==> src/rtl/integer_to_ascii_converter_macros.svh <==
// ----------------------------------------------------------------------------
// integer to ascii converter assertion macros
// shared concurrent assertion shorthands for the converter modules
// ----------------------------------------------------------------------------
`ifndef INTEGER_TO_ASCII_CONVERTER_MACROS_SVH
`define INTEGER_TO_ASCII_CONVERTER_MACROS_SVH

// consequent holds in the same cycle as the antecedent
`define ITOA_ASSERT_NOW(label, clk, rst, ante, cons, msg) \
   label: assert property (@(posedge clk) disable iff (rst) (ante) |-> (cons)) \
      else $error(msg);

// consequent holds in the cycle after the antecedent
`define ITOA_ASSERT_NEXT(label, clk, rst, ante, cons, msg) \
   label: assert property (@(posedge clk) disable iff (rst) (ante) |=> (cons)) \
      else $error(msg);

`endif

==> src/rtl/itoa_pkg.sv <==
// ----------------------------------------------------------------------------
// itoa package
// types, constants and the digit to character mapping of the converter
// ----------------------------------------------------------------------------
package itoa_pkg;

   localparam int VALUE_W   = 64;
   localparam int BASE_W    = 5;
   localparam int WIDTH_W   = 7;
   localparam int DIGIT_W   = 4;
   localparam int CHAR_W    = 8;
   localparam int DIV_BITS  = 4;
   localparam int DIV_STEPS = VALUE_W / DIV_BITS;
   localparam int DIV_CNT_W = $clog2(DIV_STEPS);

   localparam logic [BASE_W-1:0]  RADIX_MIN = 5'd2;
   localparam logic [BASE_W-1:0]  RADIX_MAX = 5'd16;
   localparam logic [BASE_W-1:0]  RADIX_DEC = 5'd10;
   localparam logic [DIGIT_W-1:0] DIGIT_TEN = 4'd10;

   localparam logic [CHAR_W-1:0] CHAR_MINUS   = 8'h2D;
   localparam logic [CHAR_W-1:0] CHAR_SPACE   = 8'h20;
   localparam logic [CHAR_W-1:0] CHAR_ZERO    = 8'h30;
   localparam logic [CHAR_W-1:0] CHAR_UPPER_A = 8'h41;
   localparam logic [CHAR_W-1:0] CHAR_LOWER_A = 8'h61;

   typedef enum logic [2:0] {
      ST_IDLE,
      ST_DIVIDE,
      ST_LOAD,
      ST_SIGN,
      ST_PAD,
      ST_DIGIT
   } itoa_state_type;

   typedef struct packed {
      logic              start;
      logic [BASE_W-1:0] radix;
   } div_cmd_type;

   typedef struct packed {
      logic               done;
      logic [DIGIT_W-1:0] remainder;
   } div_status_type;

   function automatic logic [CHAR_W-1:0] digit_char(logic [DIGIT_W-1:0] digit,
                                                    logic upper);
      logic [CHAR_W-1:0] letter_base;
      letter_base = upper ? CHAR_UPPER_A : CHAR_LOWER_A;
      if (digit < DIGIT_TEN) begin
         return CHAR_ZERO + CHAR_W'(digit);
      end else begin
         return letter_base + CHAR_W'(digit - DIGIT_TEN);
      end
   endfunction

endpackage

==> src/rtl/itoa_ram.sv <==
// ----------------------------------------------------------------------------
// itoa ram
// generic single write port, single read port memory with registered read
// ----------------------------------------------------------------------------
module itoa_ram #(
   parameter int WIDTH = 4,
   parameter int DEPTH = 64
) (
   input  logic                     clock,
   input  logic                     wr_en,
   input  logic [$clog2(DEPTH)-1:0] wr_addr,
   input  logic [WIDTH-1:0]         wr_data,
   input  logic [$clog2(DEPTH)-1:0] rd_addr,
   output logic [WIDTH-1:0]         rd_data
);

   logic [WIDTH-1:0] mem_ff [DEPTH];
   logic [WIDTH-1:0] rd_data_ff;

   always_ff @(posedge clock) begin
      if (wr_en) begin
         mem_ff[wr_addr] <= wr_data;
      end
      rd_data_ff <= mem_ff[rd_addr];
   end

   assign rd_data = rd_data_ff;

endmodule

==> src/rtl/itoa_divider.sv <==
// ----------------------------------------------------------------------------
// itoa divider
// radix divider, four quotient bits per cycle, 64-bit dividend
// ----------------------------------------------------------------------------
`include "integer_to_ascii_converter_macros.svh"

module itoa_divider (
   input  logic                                clock,
   input  logic                                reset,
   input  itoa_pkg::div_cmd_type               div_cmd,
   input  logic [itoa_pkg::VALUE_W-1:0]        div_dividend,
   output itoa_pkg::div_status_type            div_status,
   output logic [itoa_pkg::VALUE_W-1:0]        div_quotient
);
   import itoa_pkg::*;

   logic                 active_ff, active_in;
   logic                 done_ff, done_in;
   logic [DIV_CNT_W-1:0] cnt_ff, cnt_in;
   logic [VALUE_W-1:0]   quo_ff, quo_in;
   logic [DIGIT_W-1:0]   rem_ff, rem_in;
   logic [BASE_W-1:0]    radix_ff, radix_in;

   // restoring division, one radix compare per quotient bit
   always_comb begin
      logic [VALUE_W-1:0] q;
      logic [DIGIT_W-1:0] r;
      logic [BASE_W-1:0]  t;
      q = quo_ff;
      r = rem_ff;
      t = '0;
      for (int i = 0; i < DIV_BITS; i++) begin
         t = {r, q[VALUE_W-1]};
         q = {q[VALUE_W-2:0], 1'b0};
         if (t >= radix_ff) begin
            t    = t - radix_ff;
            q[0] = 1'b1;
         end
         r = t[DIGIT_W-1:0];
      end

      active_in = active_ff;
      done_in   = 1'b0;
      cnt_in    = cnt_ff;
      quo_in    = quo_ff;
      rem_in    = rem_ff;
      radix_in  = radix_ff;
      if (div_cmd.start) begin
         active_in = 1'b1;
         cnt_in    = '0;
         quo_in    = div_dividend;
         rem_in    = '0;
         radix_in  = div_cmd.radix;
      end else if (active_ff) begin
         quo_in = q;
         rem_in = r;
         cnt_in = cnt_ff + DIV_CNT_W'(1);
         if (cnt_ff == DIV_CNT_W'(DIV_STEPS - 1)) begin
            active_in = 1'b0;
            done_in   = 1'b1;
         end
      end
   end

   always_ff @(posedge clock) begin
      if (reset) begin
         active_ff <= 1'b0;
         done_ff   <= 1'b0;
         cnt_ff    <= '0;
      end else begin
         active_ff <= active_in;
         done_ff   <= done_in;
         cnt_ff    <= cnt_in;
      end
   end

   always_ff @(posedge clock) begin
      quo_ff   <= quo_in;
      rem_ff   <= rem_in;
      radix_ff <= radix_in;
   end

   assign div_status.done      = done_ff;
   assign div_status.remainder = rem_ff;
   assign div_quotient         = quo_ff;

   `ITOA_ASSERT_NEXT(a_start_activates, clock, reset, div_cmd.start, active_ff, "divider did not start")
   `ITOA_ASSERT_NOW(a_rem_below_radix, clock, reset, active_ff || done_ff, {1'b0, rem_ff} < radix_ff, "remainder not below radix")
   `ITOA_ASSERT_NOW(a_done_not_active, clock, reset, done_ff, !active_ff, "done while still dividing")

endmodule

==> src/rtl/integer_to_ascii_converter.sv <==
// ----------------------------------------------------------------------------
// integer to ascii converter
// formats a 64-bit value as padded ascii digits, one character per cycle
// ----------------------------------------------------------------------------
// a transfer is taken when start is high and busy is low; the req_ ports are
// sampled at that edge. busy stays high until the last character has gone.
// characters come out on rsp_char_code with rsp_valid high for one cycle
// each: an optional '-', the pad characters, then the digits most
// significant first; rsp_last marks the final one. the receiver cannot
// stall, so the run is emitted on consecutive cycles without gaps.
// digits are produced by one shared radix divider that retires four
// quotient bits a cycle; each digit is the remainder of a full 64-bit
// division, and the divider restarts on the quotient for every further
// digit. the run of characters follows the last division at one cycle
// per character, and the next transfer can be taken the cycle after the
// last character.
// synchronous reset returns the block to idle and drops any run in flight.
// ----------------------------------------------------------------------------
`include "integer_to_ascii_converter_macros.svh"

module integer_to_ascii_converter #(
   parameter int MAX_DIGITS = 64,
   parameter int MAX_WIDTH  = 64
) (
   input  logic                           clock,
   input  logic                           reset,
   input  logic                           start,
   output logic                           busy,
   input  logic [itoa_pkg::VALUE_W-1:0]   req_value,
   input  logic                           req_is_signed,
   input  logic [itoa_pkg::BASE_W-1:0]    req_base,
   input  logic [itoa_pkg::WIDTH_W-1:0]   req_width,
   input  logic                           req_zero_pad,
   input  logic                           req_upper_case,
   output logic                           rsp_valid,
   output logic [itoa_pkg::CHAR_W-1:0]    rsp_char_code,
   output logic                           rsp_last
);
   import itoa_pkg::*;

   localparam int ADDR_W = $clog2(MAX_DIGITS);
   localparam int CNT_W  = $clog2(MAX_DIGITS + 1);

   itoa_state_type       state_ff, state_in;
   logic                 neg_ff, neg_in;
   logic                 zero_pad_ff, zero_pad_in;
   logic                 upper_ff, upper_in;
   logic [BASE_W-1:0]    radix_ff, radix_in;
   logic [WIDTH_W-1:0]   w_ff, w_in;
   logic [WIDTH_W-1:0]   pad_ff, pad_in;
   logic [CNT_W-1:0]     nd_ff, nd_in;
   logic [ADDR_W-1:0]    ptr_ff, ptr_in;

   logic                 accept;
   logic                 more_digits;
   logic                 neg_req;
   logic [BASE_W-1:0]    radix_req;
   logic [WIDTH_W-1:0]   w_req;
   logic [VALUE_W-1:0]   mag_req;
   logic [WIDTH_W-1:0]   nd_ext;

   div_cmd_type          div_cmd;
   div_status_type       div_status;
   logic [VALUE_W-1:0]   div_dividend;
   logic [VALUE_W-1:0]   div_quotient;

   logic                 ram_wr_en;
   logic [DIGIT_W-1:0]   ram_rd_data;

   itoa_divider u_divider (
      .clock        (clock),
      .reset        (reset),
      .div_cmd      (div_cmd),
      .div_dividend (div_dividend),
      .div_status   (div_status),
      .div_quotient (div_quotient)
   );

   itoa_ram #(
      .WIDTH (DIGIT_W),
      .DEPTH (MAX_DIGITS)
   ) u_digit_ram (
      .clock   (clock),
      .wr_en   (ram_wr_en),
      .wr_addr (nd_ff[ADDR_W-1:0]),
      .wr_data (div_status.remainder),
      .rd_addr (ptr_in),
      .rd_data (ram_rd_data)
   );

   assign accept = start && (state_ff == ST_IDLE);

   // decode of the request
   always_comb begin
      neg_req   = req_is_signed && req_value[VALUE_W-1];
      mag_req   = neg_req ? (VALUE_W'(0) - req_value) : req_value;
      radix_req = req_base;
      if (req_is_signed || (req_base < RADIX_MIN) || (req_base > RADIX_MAX)) begin
         radix_req = RADIX_DEC;
      end
      w_req = req_width;
      if (req_width > WIDTH_W'(MAX_WIDTH)) begin
         w_req = WIDTH_W'(MAX_WIDTH);
      end
      if (neg_req && (w_req != '0)) begin
         w_req = w_req - WIDTH_W'(1);
      end
   end

   assign more_digits = (div_quotient != '0) && (nd_ff < CNT_W'(MAX_DIGITS - 1));
   assign nd_ext      = WIDTH_W'(nd_ff);

   // next state
   always_comb begin
      state_in = state_ff;
      case (state_ff)
         ST_IDLE: begin
            if (start) begin
               state_in = ST_DIVIDE;
            end
         end
         ST_DIVIDE: begin
            if (div_status.done && !more_digits) begin
               state_in = ST_LOAD;
            end
         end
         ST_LOAD: begin
            if (neg_ff) begin
               state_in = ST_SIGN;
            end else if (w_ff > nd_ext) begin
               state_in = ST_PAD;
            end else begin
               state_in = ST_DIGIT;
            end
         end
         ST_SIGN: begin
            state_in = (pad_ff != '0) ? ST_PAD : ST_DIGIT;
         end
         ST_PAD: begin
            if (pad_ff == WIDTH_W'(1)) begin
               state_in = ST_DIGIT;
            end
         end
         ST_DIGIT: begin
            if (ptr_ff == '0) begin
               state_in = ST_IDLE;
            end
         end
         default: state_in = ST_IDLE;
      endcase
   end

   // datapath and divider control
   always_comb begin
      neg_in       = neg_ff;
      zero_pad_in  = zero_pad_ff;
      upper_in     = upper_ff;
      radix_in     = radix_ff;
      w_in         = w_ff;
      pad_in       = pad_ff;
      nd_in        = nd_ff;
      ptr_in       = ptr_ff;
      ram_wr_en    = 1'b0;
      div_cmd      = '{start: 1'b0, radix: radix_ff};
      div_dividend = div_quotient;
      case (state_ff)
         ST_IDLE: begin
            if (accept) begin
               neg_in        = neg_req;
               zero_pad_in   = req_zero_pad;
               upper_in      = req_upper_case;
               radix_in      = radix_req;
               w_in          = w_req;
               nd_in         = '0;
               div_cmd.start = 1'b1;
               div_cmd.radix = radix_req;
               div_dividend  = mag_req;
            end
         end
         ST_DIVIDE: begin
            if (div_status.done) begin
               ram_wr_en     = 1'b1;
               nd_in         = nd_ff + CNT_W'(1);
               div_cmd.start = more_digits;
            end
         end
         ST_LOAD: begin
            // final digit was written last cycle, so its read starts here
            ptr_in = ADDR_W'(nd_ff - CNT_W'(1));
            pad_in = (w_ff > nd_ext) ? (w_ff - nd_ext) : '0;
         end
         ST_PAD: begin
            pad_in = pad_ff - WIDTH_W'(1);
         end
         ST_DIGIT: begin
            if (ptr_ff != '0) begin
               ptr_in = ptr_ff - ADDR_W'(1);
            end
         end
         default: begin
         end
      endcase
   end

   // result outputs
   always_comb begin
      rsp_valid     = 1'b0;
      rsp_char_code = CHAR_SPACE;
      rsp_last      = 1'b0;
      busy          = (state_ff != ST_IDLE);
      case (state_ff)
         ST_SIGN: begin
            rsp_valid     = 1'b1;
            rsp_char_code = CHAR_MINUS;
         end
         ST_PAD: begin
            rsp_valid     = 1'b1;
            rsp_char_code = zero_pad_ff ? CHAR_ZERO : CHAR_SPACE;
         end
         ST_DIGIT: begin
            rsp_valid     = 1'b1;
            rsp_char_code = digit_char(ram_rd_data, upper_ff);
            rsp_last      = (ptr_ff == '0);
         end
         default: begin
         end
      endcase
   end

   always_ff @(posedge clock) begin
      if (reset) begin
         state_ff <= ST_IDLE;
      end else begin
         state_ff <= state_in;
      end
   end

   always_ff @(posedge clock) begin
      neg_ff      <= neg_in;
      zero_pad_ff <= zero_pad_in;
      upper_ff    <= upper_in;
      radix_ff    <= radix_in;
      w_ff        <= w_in;
      pad_ff      <= pad_in;
      nd_ff       <= nd_in;
      ptr_ff      <= ptr_in;
   end

   `ITOA_ASSERT_NEXT(a_last_ends_run, clock, reset, rsp_valid && rsp_last, !busy, "block still busy after last character")
   `ITOA_ASSERT_NEXT(a_run_unbroken, clock, reset, rsp_valid && !rsp_last, rsp_valid, "gap inside a character run")
   `ITOA_ASSERT_NOW(a_done_in_divide, clock, reset, div_status.done, state_ff == ST_DIVIDE, "divider finished outside digit extraction")
   `ITOA_ASSERT_NEXT(a_accept_quiet, clock, reset, start && !busy, busy && !rsp_valid, "transfer not followed by digit extraction")

endmodule
==> config.mk <==
export PLATFORM = sky130hd
export DESIGN_NAME = integer_to_ascii_converter
export DESIGN_NICKNAME = d
export VERILOG_FILES = /design/src/rtl/itoa_pkg.sv /design/src/rtl/itoa_ram.sv /design/src/rtl/itoa_divider.sv /design/src/rtl/integer_to_ascii_converter.sv
export VERILOG_INCLUDE_DIRS = /design/src /design/src/rtl
export SDC_FILE = /design/constraint.sdc
export NUM_CORES = 1
export LEC_CHECK = 0
export BUFFER_PORTS_ARGS = -buffer_cell sky130_fd_sc_hd__buf_2
export CORE_MARGIN = 5
export CORE_UTILIZATION = 62
export DETAILED_ROUTE_END_ITERATION = 12
export PLACE_DENSITY = 0.81
export SLEW_MARGIN = 25
export SYNTH_ARGS = -nofsm -noshare
export SYNTH_HDL_FRONTEND = slang
export SYNTH_SLANG_ARGS = --single-unit
==> constraint.sdc <==
create_clock -name clock -period 8.1 [get_ports clock]
set_clock_uncertainty 0.15 [all_clocks]
set_input_delay 1.62 -clock clock [delete_from_list [all_inputs] [get_ports clock]]
set_output_delay 1.62 -clock clock [all_outputs]
set_load 0.02 [all_outputs]
### After elaboration in Yosys (flattened, before gate mapping)

Memories as Yosys holds them, arrays and structs flattened. A register that Yosys moved wholly into a read port is not among the register bits.
Index checks and enable logic that the tools add are counted.

| storage, ports and cells | value |
|---|---|
| register bits | 117 |
| memories kept | 1 |
| input port bits | 82 |
| bits in writable memories | 256 |
| word-level logic and storage cells | 131 |
| output and inout bits | 11 |

Memory list:

| name | words | bits a word | rd ports | clocked after memory_dff | wr ports | RTL line | text |
|---|---|---|---|---|---|---|---|
| u_digit_ram.mem_ff | 64 | 4 | 1 | 1 | 1 | itoa_ram.sv:17 | `logic [WIDTH-1:0] mem_ff [DEPTH];` |

| operators by class | value |
|---|---|
| magnitude comparators | 10 |
| add/sub/neg operators | 15 |
| reductions and logical operators | 25 |
| equal/unequal tests | 15 |
| mux-type cells | 49 |
| bitwise logic cells | 1 |

Operator list:

| operator | number |
|---|---|
| $mux 64 | 5 |
| $reduce_bool 64->1 | 1 |
| $sub 1x64->64 const A | 1 |
| $mux 7 | 5 |
| $pmux 7 s2 | 2 |
| $pmux 8 s3 | 1 |
| $ge 5x5->1 | 4 |
| $mux 6 | 3 |
| $pmux 3 s6 | 1 |
| $mux 1 | 17 |
| $mux 4 | 4 |
| $sub 4x4->4 | 4 |
| $mux 3 | 5 |
| $mux 5 | 3 |
| $reduce_bool 7->1 | 2 |
| $sub 7x1->7 const B | 2 |
| $ne 2x2->1 const B | 6 |
| $pmux 6 s2 | 1 |
| $sub 6x1->6 const B | 2 |
| $add 7x8->8 | 1 |
| $mux 8 | 1 |
| $add 6x4->7 const A | 1 |
| $add 7x1->7 const B | 1 |
| $eq 7x1->1 const B | 1 |
| 29 further kinds | 41 |

### Longest topological paths before layout

| logic depth | value |
|---|---|
| depth after elaboration | 10 |
| mapped depth | 34 |
| depth with buffers taken out | 31 |

### Cells and area by module

A second synthesis with hierarchy kept.

| second synthesis, totals | value |
|---|---|
| cell total of the unflattened synthesis | 1,483 |
| area total of the unflattened synthesis | 19,444.9 µm² |

Modules (own cells, without submodules):

| module | area each (µm²) | sequential area each (µm²) | cells an instance | times used |
|---|---|---|---|---|
| itoa_ram | 10,407.5 | 7,767.4 | 521 | 1 |
| integer_to_ascii_converter | 4,924.7 | 1,051.0 | 668 | 1 |
| itoa_divider | 4,112.7 | 2,272.2 | 294 | 1 |

### Worst setup path after synthesis

No wires, ideal clock.

| timing | value |
|---|---|
| path type | input -> register |
| start | in start |
| end | reg u_divider.quo_ff[0], in the netlist u_divider.div_quotient[0] (enable) |
| setup time | 0.574 ns |
| slack | 0.679 ns |
| stages | 5 |
| buffers on the path | 2 |
| required time | 7.376 ns |
| arrival time | 6.697 ns |
| cell sequence | nand2_1 o41ai_1 buf_6 clkbuf_8 o21ai_0 |

| between the ends | value |
|---|---|
| word-level cells in the longest chain between the ends | 5 |
| elaborated cells on any way between the ends | 7 |
| classes of those cells | 2 x eq/ne; 2 x mux; 3 x reduce/logical |

RTL lines:

| item | RTL line | text |
|---|---|---|
| start: declaration | integer_to_ascii_converter.sv:27 | `input logic start,` |
| $logic_and 1x1->1 * | integer_to_ascii_converter.sv:91 | `assign accept = start && (state_ff == ST_IDLE);` |
| $mux 6 | integer_to_ascii_converter.sv:168 | `if (accept) begin` |
| $pmux 1 s2 | integer_to_ascii_converter.sv:166 | `case (state_ff)` |
| $ne 2x1->1 (no line), or another cell as far along | - |  |
| $reduce_and 3->1 (no line) * | - |  |
| end signal: assignment | itoa_divider.sv:78 | `quo_ff <= quo_in;` |
| end: declaration | itoa_divider.sv:20 | `logic [VALUE_W-1:0] quo_ff, quo_in;` |

Mark *: on every way between the ends. The rest lies on a longest branch, timed or not.
A chain may end at the register's enable or synchronous reset.

### Worst setup path after layout

| timing | value |
|---|---|
| start | reg u_divider.radix_ff[1] |
| end | reg u_divider.rem_ff[3] |

| between the ends | value |
|---|---|
| word-level cells in the longest chain between the ends | 8 |
| elaborated cells on any way between the ends | 12 |
| classes of those cells | 4 x add/sub; 4 x order compare; 4 x mux |

RTL lines:

| item | RTL line | text |
|---|---|---|
| start: declaration | itoa_divider.sv:22 | `logic [BASE_W-1:0] radix_ff, radix_in;` |
| start signal: assignment | itoa_divider.sv:80 | `radix_ff <= radix_in;` |
| $sub 4x4->4 / $ge 5x5->1 (equally long branches) | itoa_divider.sv:36, itoa_divider.sv:35 |  |
| $mux 4 | itoa_divider.sv:35 | `if (t >= radix_ff) begin` |
| $sub 4x4->4 / $ge 5x5->1 (equally long branches) | itoa_divider.sv:36, itoa_divider.sv:35 |  |
| $mux 4 | itoa_divider.sv:35 |  |
| $ge 5x5->1 / $sub 4x4->4 (equally long branches) | itoa_divider.sv:35, itoa_divider.sv:36 |  |
| $mux 4 | itoa_divider.sv:35 |  |
| $sub 4x4->4 / $ge 5x5->1 (equally long branches) | itoa_divider.sv:36, itoa_divider.sv:35 |  |
| $mux 4 * | itoa_divider.sv:35 |  |
| end signal: assignment | itoa_divider.sv:79 | `rem_ff <= rem_in;` |
| end: declaration | itoa_divider.sv:21 | `logic [DIGIT_W-1:0] rem_ff, rem_in;` |

Marked as above.

==> results.json <==
{
  "drt_iter0_drc": 1491,
  "htreeDepth": 2,
  "finalSetupTns_ns": 0,
  "via_count": 13500,
  "tightest_slew_ns": 0.841,
  "clk_path_buf_depth": 3,
  "ff_latch_area_um2": 11100,
  "synth.top_cell.area_share_pct": 56.2,
  "ys_warn_count": 0,
  "crit_required_ns": 8.39,
  "cts-root-buf": "clkbuf_16",
  "io_buffers": 92,
  "p_leak_nw": 7.23,
  "ys_ff_latch": 377,
  "fillers": 2176,
  "ys_seq_area_share_pct": 58.7,
  "rows": 64,
  "antenna_cells": 0,
  "path_class": "reg2reg",
  "clock.fmax_mhz": 136,
  "synth_edf_count": 354,
  "async_flop_share_pct": 0,
  "gp_congestion": 0.930,
  "relSlewSlack_pct": 43.4,
  "final_common_cell": "edfxtp_1",
  "synth_cell_types": 91,
  "period_minus_slack_ns": 7.35,
  "ir_worst_vdd_mv": 0.320,
  "drc": 0,
  "fp.dieH_um": 185,
  "die-area_um2": 34100,
  "clk_latency_ns": 0.53,
  "synth_area_leaders": "edfxtp_1, a21oi_1, nor2_1",
  "core_um2": 30300,
  "max-cap-violations": 0,
  "nets": 1850,
  "finalSetupViolCount": 0,
  "syn2layout_area_growth_pct": 9.91,
  "final_cell_mix": "edfxtp_1, nor2_1, a21oi_1, nand2_1, buf_2",
  "cp_max_fo": 8,
  "cts.sinks": 377,
  "vias_per_cell": 6.31,
  "arrival_ns": 7.64,
  "postRouteAntennaNets": 0,
  "status": "finished, final reports clean",
  "critPathMostFrequentCell": "o21ai_0",
  "hpwl_um": 29000,
  "fin_hold_ws_ns": 0.389,
  "cts_inserted_buffers": 38,
  "netlist_area_um2": 18900,
  "cts.clk_slew.worst_paths_ns": 0.06,
  "ios": 93,
  "die_w_um": 185,
  "track_usage_pct": 25.6,
  "grt_setup_unrepaired": "false",
  "critPathSlowestCell": "edfxtp_1",
  "cts_tree": "built",
  "grt_pass1_vias": 13200,
  "synth_top_area_cell": "edfxtp_1",
  "drt_wl_total_um": 44100,
  "grt_max_degree": 81,
  "setup.worst_path.start_class": "flop",
  "antenna_found_initial": 0,
  "first_pass_iters": 8,
  "final_util_pct": 68.5,
  "avgSynthCellArea_um2": 11.4,
  "grt_overflow": 0,
  "wl_per_cell_um": 20.5,
  "end_kind": "flop",
  "multi_input_area_um2": 7150,
  "grt_pass1_wl_um": 69500,
  "synth_nets": 1788,
  "start_util_pct": 62.3,
  "slew_violations": 0,
  "max_stage_delay_ns": 0.45,
  "synthCells": 1658,
  "finalHoldViolations": 0,
  "final_layout_size_suffix_gt1_share_pct": 12.2,
  "synth_flop_cell": "edfxtp_1",
  "finalCritPeriodShare_pct": 90.7,
  "hp-class": "reg2reg",
  "p_per_area_nw_per_um2": 368
}
## cell families after synthesis
logic type               Yosys count  synth area share [%]
multiplexers                      36                  1.97
flip-flops                       377                  58.7
XOR/XNOR                          93                  4.31
buffers and inverters            152                  3.65
adder cells (fa/ha/maj)           48                  3.38
AND/OR/NAND/NOR                  550                  14.0
AO/OA/AOI/OAI                    402                  14.0
## synthesized netlist by cell type, types with 31 or more instances
cell      count
edfxtp_1    354
nor2_1      186
a21oi_1     172
nand2_1     151
inv_1        59
xnor2_1      54
clkbuf_1     44
ha_1         43
o21ai_0      43
xor2_1       39
nor4_1       33
nand3_1      31
## worst max-delay path, delay by kind of cell (launching register included)
kind | cells | cell delay [ns]
AND/OR/NAND/NOR | 7 | 1.30
AO/OA/AOI/OAI | 16 | 3.34
adder cells (fa/ha/maj) | 4 | 1.24
flip-flops | 1 | 0.45
multiplexers | 1 | 0.37
buffers and inverters | 2 | 0.39
## state kept, by name, indices dropped and copies added (netlist names)
register / cells
u_digit_ram.mem_ff: 256
u_divider.div_quotient: 64
nd_ext: 7
pad_ff: 7
w_ff: 7
ptr_ff: 6
radix_ff: 5
u_divider.radix_ff: 5
u_digit_ram.rd_data: 4
u_divider.cnt_ff: 4
u_divider.rem_ff: 4
state_ff: 3
neg_ff: 1
u_divider.active_ff: 1
u_divider.done_ff: 1
upper_ff: 1
zero_pad_ff: 1
## report_power, final
part / switching [mW] / total, mW / leakage (nW) / internal, mW
logic: 1.98 / 3.14 / 3.17 / 1.16
registers: 0.192 / 2.79 / 3.47 / 2.60
clock network: 0.725 / 1.71 / 0.585 / 0.986
## final cells by class
type                    count  area share, %
well taps                 396           2.38
repair buffers            110           2.87
inverters                  64           1.16
clock buffers              52           4.93
clock inverters            17          0.849
flip-flops and latches    377           53.4
multi-input cells        1129           34.4
## per-stage QoR
stage | power (mW) | worst slack, ns | instance area [µm²] | std cells
final | 7.64 | 0.752 | 20800 | 2145
after floorplan | 5.17 | 0.679 | 18900 | 1658
after global placement | 5.81 | 0.932 | 19600 | 2076
after global routing | 8.07 | 0.0278 | 20800 | 2145
after CTS | 7.63 | 0.623 | 20800 | 2145
after detailed placement | 5.92 | 0.636 | 19600 | 2076
## per-layer routing
layer	track usage [%]	routed length, µm	up-vias
li1	-	-	6326
met1	34.4	17500	6510
met2	43.4	21700	593
met3	3.87	3400	97
met4	8.34	1380	0
met5	0	0	-
## worst paths after layout
path,from,end,slack (ns),cells after the start
setup / recovery,u_divider.radix_ff[1],u_divider.rem_ff[3],0.75,30
hold / removal,u_divider.cnt_ff[3],u_divider.done_ff,0.39,2
setup reg to reg,u_divider.radix_ff[1],u_divider.rem_ff[3],0.75,30
hold reg to reg,u_divider.cnt_ff[3],u_divider.done_ff,0.39,2
## timing repair
action / in CTS / in global routing
setup endpoints to repair: 0 / 5
gates resized for setup: 0 / 1
buffers inserted: 0 / 0
hold buffers: 0 / 0
(Power assumes the default switching activity.)
